### src/hdl/sse_pkg.sv
// Shared types and constants for the sorted-sample entropy block.
// No dependencies; used by sse_ctrl, sse_dp, sorted_sample_entropy and sse_checker.
package sse_pkg;

  localparam int unsigned SumWidth = 40;
  localparam int unsigned OutWidth = 21;
  localparam int unsigned StWidth  = 2;

  localparam logic [StWidth-1:0] StOk        = 2'd0;
  localparam logic [StWidth-1:0] StNotSorted = 2'd1;
  localparam logic [StWidth-1:0] StTooMany   = 2'd2;

  // Controller to datapath.
  typedef struct packed {
    logic take;       // register the incoming sample and update counters
    logic log_start;  // load the log2 unit with the selected operand
    logic log_sel_n;  // 0: run length, 1: sample count
    logic log_step;   // one square-and-compare step
    logic acc_run;    // add c*log2(c) to the sum
    logic div_start;  // begin S / N
    logic div_step;   // one restoring division step
    logic finish;     // form the result
    logic clear;      // return to reset state
  } cmd_t;

  // Datapath to controller.
  typedef struct packed {
    logic close_run;  // the taken sample ended a run
    logic last;       // the taken sample carried the final mark
    logic final_ok;   // no error and at least one sample
    logic run_nz;     // open run length nonzero
  } sts_t;

endpackage

### src/hdl/sse_ctrl.sv
// Sequencer for the entropy block: takes requests, steps log2 and divider.
// Depends on sse_pkg.
module sse_ctrl #(
  parameter int unsigned FracBits = 16,
  parameter int unsigned DivSteps = 17
) (
  input  logic          clk_i,
  input  logic          rst_ni,
  input  logic          in_valid_i,
  output logic          in_ready_o,
  output logic          out_valid_o,
  input  logic          out_ready_i,
  output sse_pkg::cmd_t cmd_o,
  input  sse_pkg::sts_t sts_i
);

  typedef enum logic [2:0] {
    SIdle, SDecide, SRunLog, SRunAcc, SFinLog, SDiv, SOut
  } state_e;

  localparam int unsigned CntW = $clog2((FracBits > DivSteps ? FracBits : DivSteps) + 1);

  state_e state_q, state_d;
  logic [CntW-1:0] cnt_q, cnt_d;
  logic out_valid_q, out_valid_d;

  always_comb begin
    state_d = state_q;
    cnt_d = cnt_q;
    out_valid_d = out_valid_q;
    cmd_o = '0;
    unique case (state_q)
      SIdle: begin
        if (in_valid_i) begin
          cmd_o.take = 1'b1;
          state_d = SDecide;
        end
      end
      SDecide: begin
        if (sts_i.close_run) begin
          cmd_o.log_start = 1'b1;
          cnt_d = CntW'(FracBits);
          state_d = SRunLog;
        end else if (sts_i.last) begin
          if (sts_i.final_ok && sts_i.run_nz) begin
            cmd_o.log_start = 1'b1;
            cnt_d = CntW'(FracBits);
            state_d = SRunLog;
          end else begin
            cmd_o.finish = 1'b1;
            out_valid_d = 1'b1;
            state_d = SOut;
          end
        end else begin
          state_d = SIdle;
        end
      end
      SRunLog: begin
        cmd_o.log_step = 1'b1;
        cnt_d = cnt_q - 1'b1;
        if (cnt_q == CntW'(1)) state_d = SRunAcc;
      end
      SRunAcc: begin
        cmd_o.acc_run = 1'b1;
        if (sts_i.last && sts_i.final_ok) begin
          cmd_o.log_start = 1'b1;
          cmd_o.log_sel_n = 1'b1;
          cmd_o.div_start = 1'b1;
          cnt_d = CntW'(FracBits);
          state_d = SFinLog;
        end else if (sts_i.last) begin
          cmd_o.finish = 1'b1;
          out_valid_d = 1'b1;
          state_d = SOut;
        end else begin
          state_d = SIdle;
        end
      end
      SFinLog: begin
        cmd_o.log_step = 1'b1;
        cnt_d = cnt_q - 1'b1;
        if (cnt_q == CntW'(1)) begin
          cnt_d = CntW'(DivSteps);
          state_d = SDiv;
        end
      end
      SDiv: begin
        cmd_o.div_step = 1'b1;
        cnt_d = cnt_q - 1'b1;
        if (cnt_q == CntW'(1)) state_d = SOut;
      end
      SOut: begin
        if (!out_valid_q) begin
          cmd_o.finish = 1'b1;
          out_valid_d = 1'b1;
        end else if (out_ready_i) begin
          out_valid_d = 1'b0;
          cmd_o.clear = 1'b1;
          state_d = SIdle;
        end
      end
      default: state_d = SIdle;
    endcase
  end

  always_ff @(posedge clk_i or negedge rst_ni) begin
    if (!rst_ni) begin
      state_q <= SIdle;
      cnt_q <= '0;
      out_valid_q <= 1'b0;
    end else begin
      state_q <= state_d;
      cnt_q <= cnt_d;
      out_valid_q <= out_valid_d;
    end
  end

  assign in_ready_o  = (state_q == SIdle);
  assign out_valid_o = out_valid_q;

`ifndef SYNTHESIS
  a_no_take_busy: assert property (@(posedge clk_i) disable iff (!rst_ni)
    cmd_o.take |-> state_q == SIdle) else $error("take outside idle");
  a_out_only_in_out: assert property (@(posedge clk_i) disable iff (!rst_ni)
    out_valid_q |-> state_q == SOut) else $error("result outside output state");
  a_clear_after_out: assert property (@(posedge clk_i) disable iff (!rst_ni)
    (out_valid_q && out_ready_i) |=> state_q == SIdle && !out_valid_q)
    else $error("no return to idle");
`endif

endmodule

### src/hdl/sse_dp.sv
// Datapath: run counting, iterative log2, c*log2(c) sum, restoring divider.
// Depends on sse_pkg.
module sse_dp #(
  parameter int unsigned MaxItems = 65536,
  parameter int unsigned FracBits = 16,
  parameter int unsigned SampleW  = 32,
  parameter int unsigned CntW     = 17
) (
  input  logic                           clk_i,
  input  logic                           rst_ni,
  input  logic [31:0]                    sample_value_i,
  input  logic                           last_item_i,
  input  sse_pkg::cmd_t                  cmd_i,
  output sse_pkg::sts_t                  sts_o,
  output logic [sse_pkg::OutWidth-1:0]   entropy_bits_o,
  output logic [sse_pkg::StWidth-1:0]    status_o
);

  localparam int unsigned SW  = sse_pkg::SumWidth;
  localparam int unsigned LogW = 5 + FracBits;
  localparam int unsigned KeyW = (SampleW > 32) ? 32 : SampleW;
  localparam int unsigned ProdW = CntW + LogW;
  localparam logic [SW-1:0] SumMax = '1;

  logic [KeyW-1:0] prev_q;
  logic have_q;
  logic [CntW-1:0] run_q, cnt_q, closed_q;
  logic [SW-1:0] sum_q;
  logic [sse_pkg::StWidth-1:0] err_q;
  logic last_q, close_q;

  // Sign bit flipped so unsigned compare matches signed order.
  logic [KeyW-1:0] key;
  assign key = sample_value_i[KeyW-1:0] ^ {1'b1, {(KeyW-1){1'b0}}};

  // log2 unit
  logic [31:0] m_q;
  logic [LogW-1:0] lg_q;
  logic [CntW-1:0] lx;
  logic [4:0] e;
  logic [63:0] sq;
  logic [32:0] mn;
  logic [ProdW-1:0] prod;
  logic [SW:0] sum_add;

  // divider
  logic [SW-1:0] dq_q;
  logic [CntW:0] rem_q;
  logic [CntW:0] rtry;

  // A run ended by the taken sample sits in closed_q; at the final mark the
  // open run is still in run_q.
  assign lx = cmd_i.log_sel_n ? cnt_q : (close_q ? closed_q : run_q);

  always_comb begin
    e = '0;
    for (int i = 0; i < CntW; i++) if (lx[i]) e = 5'(i);
  end

  assign sq = 64'(m_q) * 64'(m_q);
  assign mn = sq[63:31];
  assign prod = ProdW'(closed_q) * ProdW'(lg_q);
  assign sum_add = {1'b0, sum_q} + (SW+1)'(prod);
  assign rtry = {rem_q[CntW-1:0], dq_q[SW-1]} - {1'b0, cnt_q};

  logic [LogW:0] diff;
  logic q_big;
  assign diff = {1'b0, lg_q} - (LogW+1)'(dq_q);
  assign q_big = |dq_q[SW-1:LogW];

  always_ff @(posedge clk_i) begin
    if (cmd_i.log_start) begin
      m_q <= 32'(lx) << (5'd31 - e);
      lg_q <= LogW'(e);
    end else if (cmd_i.log_step) begin
      if (mn[32]) begin
        m_q <= mn[32:1];
        lg_q <= {lg_q[LogW-2:0], 1'b1};
      end else begin
        m_q <= mn[31:0];
        lg_q <= {lg_q[LogW-2:0], 1'b0};
      end
    end
    // Load the saturated sum, then shift out one quotient bit per step.
    if (cmd_i.div_start) begin
      rem_q <= '0;
      dq_q <= sum_add[SW] ? SumMax : sum_add[SW-1:0];
    end else if (cmd_i.div_step) begin
      if (!rtry[CntW]) begin
        rem_q <= rtry;
        dq_q <= {dq_q[SW-2:0], 1'b1};
      end else begin
        rem_q <= {rem_q[CntW-1:0], dq_q[SW-1]};
        dq_q <= {dq_q[SW-2:0], 1'b0};
      end
    end
    if (cmd_i.finish) begin
      status_o <= err_q;
      if (err_q != sse_pkg::StOk || cnt_q == '0 || q_big || diff[LogW]) begin
        entropy_bits_o <= '0;
      end else if (|(diff >> sse_pkg::OutWidth)) begin
        entropy_bits_o <= '1;
      end else begin
        entropy_bits_o <= sse_pkg::OutWidth'(diff);
      end
    end
  end

  always_ff @(posedge clk_i or negedge rst_ni) begin
    if (!rst_ni) begin
      prev_q <= '0; have_q <= 1'b0; run_q <= '0; cnt_q <= '0; closed_q <= '0;
      sum_q <= '0; err_q <= sse_pkg::StOk; last_q <= 1'b0; close_q <= 1'b0;
    end else if (cmd_i.clear) begin
      prev_q <= '0; have_q <= 1'b0; run_q <= '0; cnt_q <= '0; closed_q <= '0;
      sum_q <= '0; err_q <= sse_pkg::StOk; last_q <= 1'b0; close_q <= 1'b0;
    end else begin
      if (cmd_i.take) begin
        logic [sse_pkg::StWidth-1:0] en;
        en = err_q;
        last_q <= last_item_i;
        close_q <= 1'b0;
        if (cnt_q >= CntW'(MaxItems)) begin
          if (en == sse_pkg::StOk) en = sse_pkg::StTooMany;
        end else begin
          cnt_q <= cnt_q + 1'b1;
        end
        if (en == sse_pkg::StOk) begin
          if (!have_q) begin
            prev_q <= key; have_q <= 1'b1; run_q <= CntW'(1);
          end else if (key < prev_q) begin
            en = sse_pkg::StNotSorted;
          end else if (key == prev_q) begin
            run_q <= run_q + 1'b1;
          end else begin
            closed_q <= run_q; close_q <= 1'b1;
            prev_q <= key; run_q <= CntW'(1);
          end
        end
        err_q <= en;
      end else if (cmd_i.log_start && !cmd_i.log_sel_n) begin
        // final close of open run
        if (!close_q) begin
          closed_q <= run_q;
          run_q <= '0;
        end
        close_q <= 1'b0;
      end
      if (cmd_i.acc_run) sum_q <= sum_add[SW] ? SumMax : sum_add[SW-1:0];
    end
  end

  assign sts_o.close_run = close_q;
  assign sts_o.last      = last_q;
  assign sts_o.final_ok  = (err_q == sse_pkg::StOk) && (cnt_q != '0);
  assign sts_o.run_nz    = (run_q != '0);

endmodule

### src/hdl/sorted_sample_entropy.sv
// Top level of the sorted-sample entropy block.
// Depends on sse_pkg, sse_ctrl and sse_dp.
//
// Takes one sample per request in ascending order; the sample marked last
// returns entropy log2(N) - S/N in bits (unsigned, FRACTION_BITS fraction
// bits) with a status. A sample that ends a run also passes through the
// sequential square-and-compare log2 unit. Without an error, the final
// sample adds a second log2 pass and a restoring divide of one quotient
// bit per cycle.
module sorted_sample_entropy #(
  parameter int unsigned MAX_ITEMS     = 65536,
  parameter int unsigned FRACTION_BITS = 16,
  parameter int unsigned SAMPLE_WIDTH  = 32
) (
  input  logic        clk_i,
  input  logic        rst_ni,
  input  logic        in_valid_i,
  output logic        in_ready_o,
  input  logic [31:0] sample_value_i,
  input  logic        last_item_i,
  output logic        out_valid_o,
  input  logic        out_ready_i,
  output logic [20:0] entropy_bits_o,
  output logic [1:0]  status_o
);

  localparam int unsigned CntW = $clog2(MAX_ITEMS + 1);

  sse_pkg::cmd_t cmd;
  sse_pkg::sts_t sts;

  sse_ctrl #(.FracBits(FRACTION_BITS), .DivSteps(sse_pkg::SumWidth)) u_ctrl (
    .clk_i, .rst_ni, .in_valid_i, .in_ready_o, .out_valid_o, .out_ready_i,
    .cmd_o(cmd), .sts_i(sts)
  );

  sse_dp #(.MaxItems(MAX_ITEMS), .FracBits(FRACTION_BITS),
           .SampleW(SAMPLE_WIDTH), .CntW(CntW)) u_dp (
    .clk_i, .rst_ni, .sample_value_i, .last_item_i, .cmd_i(cmd), .sts_o(sts),
    .entropy_bits_o, .status_o
  );

endmodule

### config.mk
export PLATFORM = sky130hd
export DESIGN_NAME = sorted_sample_entropy
export DESIGN_NICKNAME = d
export VERILOG_FILES = /design/src/hdl/sse_pkg.sv /design/src/hdl/sse_ctrl.sv /design/src/hdl/sse_dp.sv /design/src/hdl/sorted_sample_entropy.sv
export SDC_FILE = /design/constraint.sdc
export NUM_CORES = 2
export LEC_CHECK = 0
export BUFFER_PORTS_ARGS = -buffer_cell sky130_fd_sc_hd__buf_2
export CAP_MARGIN = 10
export CELL_PAD_IN_SITES_DETAIL_PLACEMENT = 0
export CELL_PAD_IN_SITES_GLOBAL_PLACEMENT = 1
export CORE_AREA = 2 2 479 481
export DETAILED_ROUTE_END_ITERATION = 10
export DIE_AREA = 0 0 481 483
export GPL_ROUTABILITY_DRIVEN = 0
export PLACE_DENSITY_LB_ADDON = 0.1
export SLEW_MARGIN = 0
export SYNTH_ARGS = -nofsm -noshare
export SYNTH_HDL_FRONTEND = slang
export SYNTH_SLANG_ARGS = --single-unit
### constraint.sdc
create_clock -name clk_i -period 12.9 [get_ports clk_i]
set_input_delay 0.645 -clock clk_i [delete_from_list [all_inputs] [get_ports clk_i]]
set_output_delay 0.645 -clock clk_i [all_outputs]
set_load 0.05 [all_outputs]
== After elaboration in Yosys (flattened, before gate mapping) ==
Cells that the tools add are included.
Word-level totals
  flip-flop bits (word level): 271
  input port bits: 37
  output and inout bits: 25
  logic and storage cells: 222
Operators by class
  add/subtract/negate cells: 7
  $mul: 2
  order comparisons: 2
  equality and inequality tests: 31
  shift operators: 1
  muxes and demuxes: 125
  bitwise logic cells: 1
  reductions and logical operators: 34
Operators with widths (number)
  $mux 17: 21
  $mux 32: 9
  $mux 40: 5
  $mux 5: 17
  $mul 32x32->64: 1
  $add 40x38->41: 1
  $mux 1: 40
  $mul 17x21->38: 1
  $add 17x1->17 const B: 2
  $reduce_bool 17->1: 2
  $mux 3: 11
  $eq 32x32->1: 1
  $lt 32x32->1: 1
  $shl 17x5->32: 1
  $mux 6: 5
  $pmux 6 s4: 1
  $mux 2: 11
  $sub 21x22->22: 1
  $mux 21: 1
  $pmux 3 s7: 1
  $reduce_or 19->1: 1
  $sub 18x17->18: 1
  $ge 17x17->1 const B: 1
  $logic_not 17->1: 1
  other kinds (28): 66

== Logic depth before layout (Yosys ltp) ==
  depth after elaboration: 25
  gate-level depth with buffers: 32
  depth with buffers taken out: 28

== Cells and area by module ==
From an unflattened synthesis, not the netlist that was laid out.
Unflattened totals
  cell total of the unflattened synthesis: 6259
  area total of the unflattened synthesis: 57279.9 um^2
By module, submodules not included
  sse_dp: instances 1, cells each 6163, area an instance 56497.9 um^2, seq. area each 6866.6 um^2
  sse_ctrl: instances 1, cells each 96, area an instance 782.0 um^2, seq. area each 250.2 um^2

== Worst setup path after synthesis ==
No wires, ideal clock.
  kind: register to register
  from: reg u_dp.m_q[5]
  to: reg u_dp.m_q[4] (data pin)
  setup time: 274 ps
  arrival time: 7622 ps
  data required time: 12626 ps
  setup slack: 5004 ps
  stages on the path, launching flop included: 30
  path buffers: 4
  period minus slack after synthesis: 7896 ps
  path through: edfxtp_1 clkbuf_1 clkbuf_1 nand2_1 fa_1 inv_1 fa_1 fa_1 inv_1 fa_1 inv_1 fa_1 fa_1 fa_1 inv_1 fa_1 inv_1 ha_1 nand2_1 o21a_1 and3_1 a21oi_1 a21boi_0 nor4_1 o21ai_0 a21oi_1 or2_2 clkbuf_1 clkbuf_1 a211oi_1
Between the ends
  longest elaborated chain between the ends: 4
RTL lines
  from (decl): RTL line sse_dp.sv:37  | logic [31:0] m_q;
  from (signal assigned): RTL line sse_dp.sv:73  | m_q <= 32'(lx) << (5'd31 - e);
  from (signal assigned): RTL line sse_dp.sv:77  | m_q <= mn[32:1];
  from (signal assigned): RTL line sse_dp.sv:80  | m_q <= mn[31:0];
  $mul 32x32->64: RTL line sse_dp.sv:60  | assign sq = 64'(m_q) * 64'(m_q);
  $mux 32: RTL line sse_dp.sv:76  | if (mn[32]) begin
  $mux 32: RTL line sse_dp.sv:75  | end else if (cmd_i.log_step) begin
  $mux 32: RTL line sse_dp.sv:72  | if (cmd_i.log_start) begin
Every way passes these cells. The select of a mux whose other input is x is not followed.
A chain may end at the register's enable or synchronous reset.

== Worst setup path in the final report ==
  from: reg u_dp.m_q[18]
  to: reg u_dp.m_q[18] (data pin)
The elaborated chain is that of the path after synthesis.

==> impl_metrics.json <==
{
  "run_status": "complete, no violations",
  "drive_gt1_share_pct": 5.36,
  "die_area_um2": 232000,
  "yosysTopAreaCell": "fa_1",
  "min-delay-path-class": "input port to async pin",
  "grt_pass1_wl_um": 299000,
  "globalRouteTotalUtil_pct": 17.1,
  "end_kind": "flip-flop",
  "synth_top_family_by_area": "adder cells",
  "path_clk_slew_ns": 0.08,
  "antenna_found_initial": 11,
  "yosys_warnings": 0,
  "rsz0062_at_grt": "no",
  "critical_path_class": "flip-flop to flip-flop",
  "grt_max_degree": 86,
  "cts_max_path_buffers": 3,
  "remaining_drc_errors": 0,
  "vias": 40300,
  "wirelength_um": 193000,
  "htreeDepth": 2,
  "syn_area_um2": 56600,
  "hpwl_um": 154000,
  "io_pins": 62,
  "postSynth.asyncResetShare_pct": 50.9,
  "clock_skew_ns": 0.0316,
  "synth_area_leaders": "fa_1, ha_1, inv_1",
  "synth_edf_count": 100,
  "fin_nets": 7772,
  "critPathRequiredTime_ns": 13.25,
  "startpoint_type": "flip-flop",
  "slew_headroom_pct": 26.0,
  "final-hold-violation-count": 0,
  "post-route-period-util_pct": 77.1,
  "cts.repair.resized": 0,
  "clockRootBuffer": "clkbuf_16",
  "start_util_pct": 25.0,
  "ys_types": 84,
  "tns_ns": 0,
  "grt_pass1_vias": 45600,
  "syn_avg_cell_area_um2": 9.13,
  "r2r_slack_ns": 2.95,
  "chipWidth_um": 481,
  "synthToLayoutAreaGrowth_pct": 9.07,
  "design.core.area_um2": 227000,
  "syn_inst": 6202,
  "synthMuxAreaShare_pct": 1.87,
  "cap_violations": 0,
  "cts_tree": "built",
  "num_rows": 175,
  "vias_per_cell": 4.39,
  "wl_per_cell_um": 21.0,
  "clock.fmax_mhz": 101,
  "synth_seq_cells": 271,
  "ys_top_cells_by_count": "inv_1, fa_1, nand2_1",
  "worst_slew_pin_slew_ns": 1.11,
  "synthAdderAreaFrac_pct": 50.2,
  "hold_buffers": 0,
  "synth_top_area_share_pct": 39.4,
  "clock_latency_ns": 0.59,
  "syn_nets": 7841,
  "ys_seq_area_share_pct": 12.6,
  "fin_crit_ns": 9.95,
  "synth_ff_type": "dfrtp_1",
  "yosys.area_share.simple_pct": 13.4,
  "crit_arrival_ns": 10.30,
  "synth_xor_xnor_area_share_pct": 2.36,
  "portBuffers": 61,
  "firstDrtPassIters": 5,
  "setup_viol": 0,
  "cts-buffers-inserted": 36,
  "critPathMaxFanout": 29,
  "post_cts_buffers": 0,
  "synth_most_common_cell": "inv_1",
  "finalMaxSlewViolations": 0,
  "cts.sinks": 271,
  "drtIter0Drc": 1812,
  "antenna_left": 0,
  "synth_compound_area_share_pct": 7.97,
  "grt_overflow": 0,
  "die_h_um": 483
}
-- cell families (layout without fill, tap and decap cells) --
logic type      Yosys count  count (layout)
xor+xnor                152             152
flops                   271             271
fa+ha+maj              1602            1602
compound gates          710             710
other cells               0               7
simple gates           1631            1631
buf+inv                1741            1700
mux                      95              95
-- registers in the layout, indices dropped and copies added, names as in the netlist, 6 cells and up --
signal	cells
u_dp.m_q	32
u_dp.sum_q	40
u_dp.run_q	17
u_dp.lg_q	21
u_dp.prev_q	32
u_dp.closed_q	17
u_dp.dq_q	40
u_dp.cnt_q	17
u_dp.rem_q	17
u_ctrl.cnt_q	6
u_dp.entropy_bits_o	21
-- worst max-delay path, cell delays in order, from the launching register on --
cell and delay [ns]:
edfxtp_1 1.03, inv_1 0.45, nor2_1 0.29, inv_1 0.09
fa_1 0.49, fa_1 0.56, inv_1 0.06, fa_1 0.49
fa_1 0.57, fa_1 0.44, fa_1 0.47, fa_1 0.49
inv_1 0.05, fa_1 0.48, inv_1 0.05, ha_1 0.37
nand2_1 0.09, o21a_1 0.19, and3_1 0.17, a21oi_1 0.50
a21boi_0 0.29, nor4_1 0.53, o21ai_0 0.21, a21oi_1 0.30
or2_2 0.56, nand2_1 0.22, o221a_2 0.27
-- per-layer routing --
layer / track usage (%) / routed length, µm / up-vias
met3: 1.13 / 4900 / 120
met1: 23.6 / 89300 / 20800
li1: - / - / 18800
met5: 0 / 0 / -
met4: 2.10 / 2670 / 0
met2: 29.8 / 96200 / 537
-- per-stage QoR --
step           setup WS [ns]  hold slack, ns  utilization (%)  std cells  instance area, µm²
4_1_cts                 2.99           0.190             27.2       9168               61700
6_report                2.95           0.177             27.2       9177               61800
3_5_place_dp            3.01           0.481             26.7       9102               60500
3_3_place_gp            3.05           0.482             26.7       9101               60500
5_1_grt                 2.34           0.219             27.2       9170               61800
2_1_floorplan           5.00           0.349                -       6202               56600
-- cells in the final DEF, fill, tap and decap left out, types with 13 or more instances in the layout --
cell type  count
o21bai_1      23
ha_1         487
mux2i_1       54
a21o_1        81
edfxtp_1     100
o211ai_1      13
and2_1       337
nor3_1        60
buf_2         60
or2_2         16
xor2_1        58
dfxtp_1       32
nor2b_1       30
a31oi_1       29
nor4_1        15
clkbuf_16     37
and3_1        18
nand2b_1      29
dfrtp_1      135
nor2_1       246
nand2_1      728
fa_1        1115
buf_4        108
o31ai_1       18
o21ai_0      200
mux2_2        36
nand3_1       88
xnor2_1       91
a211oi_1      15
a32o_1        19
o21a_1        19
nand4_1       23
inv_1       1460
a31o_2        13
a21oi_1      185
-- layout make-up --
cell class | count | area [µm²]
fillers | 24500 | 165000
multi-input cells | 4190 | 43000
flip-flops and latches | 271 | 7120
inverters | 1462 | 5490
well taps | 3009 | 3760
repair buffers | 172 | 1160
clock buffers | 51 | 1050
clock inverters | 15 | 158
diodes | 7 | 17.5
-- final timing paths --
kind / start / to / depth (start not counted)
worst max register to register: u_dp.m_q[18]$_DFFE_PP_ / u_dp.m_q[18]$_DFFE_PP_ / 26
worst min-delay path: rst_ni / u_dp.prev_q[17]$_DFFE_PN0P_ / 1
worst min register to register: u_dp.rem_q[13]$_SDFFE_PP0P_ / u_dp.rem_q[13]$_SDFFE_PP0P_ / 2
max in group asynchronous: rst_ni / u_dp.closed_q[6]$_DFFE_PN0P_ / 2
min in group clk_i: sample_value_i[31] / u_dp.prev_q[31]$_DFFE_PN0P_ / 2
worst max-delay path: u_dp.m_q[18]$_DFFE_PP_ / u_dp.m_q[18]$_DFFE_PP_ / 26
Power is left out: the tool's default activity adds up to more than one toggle a clock period on the data nets, which glitch-free logic cannot reach.
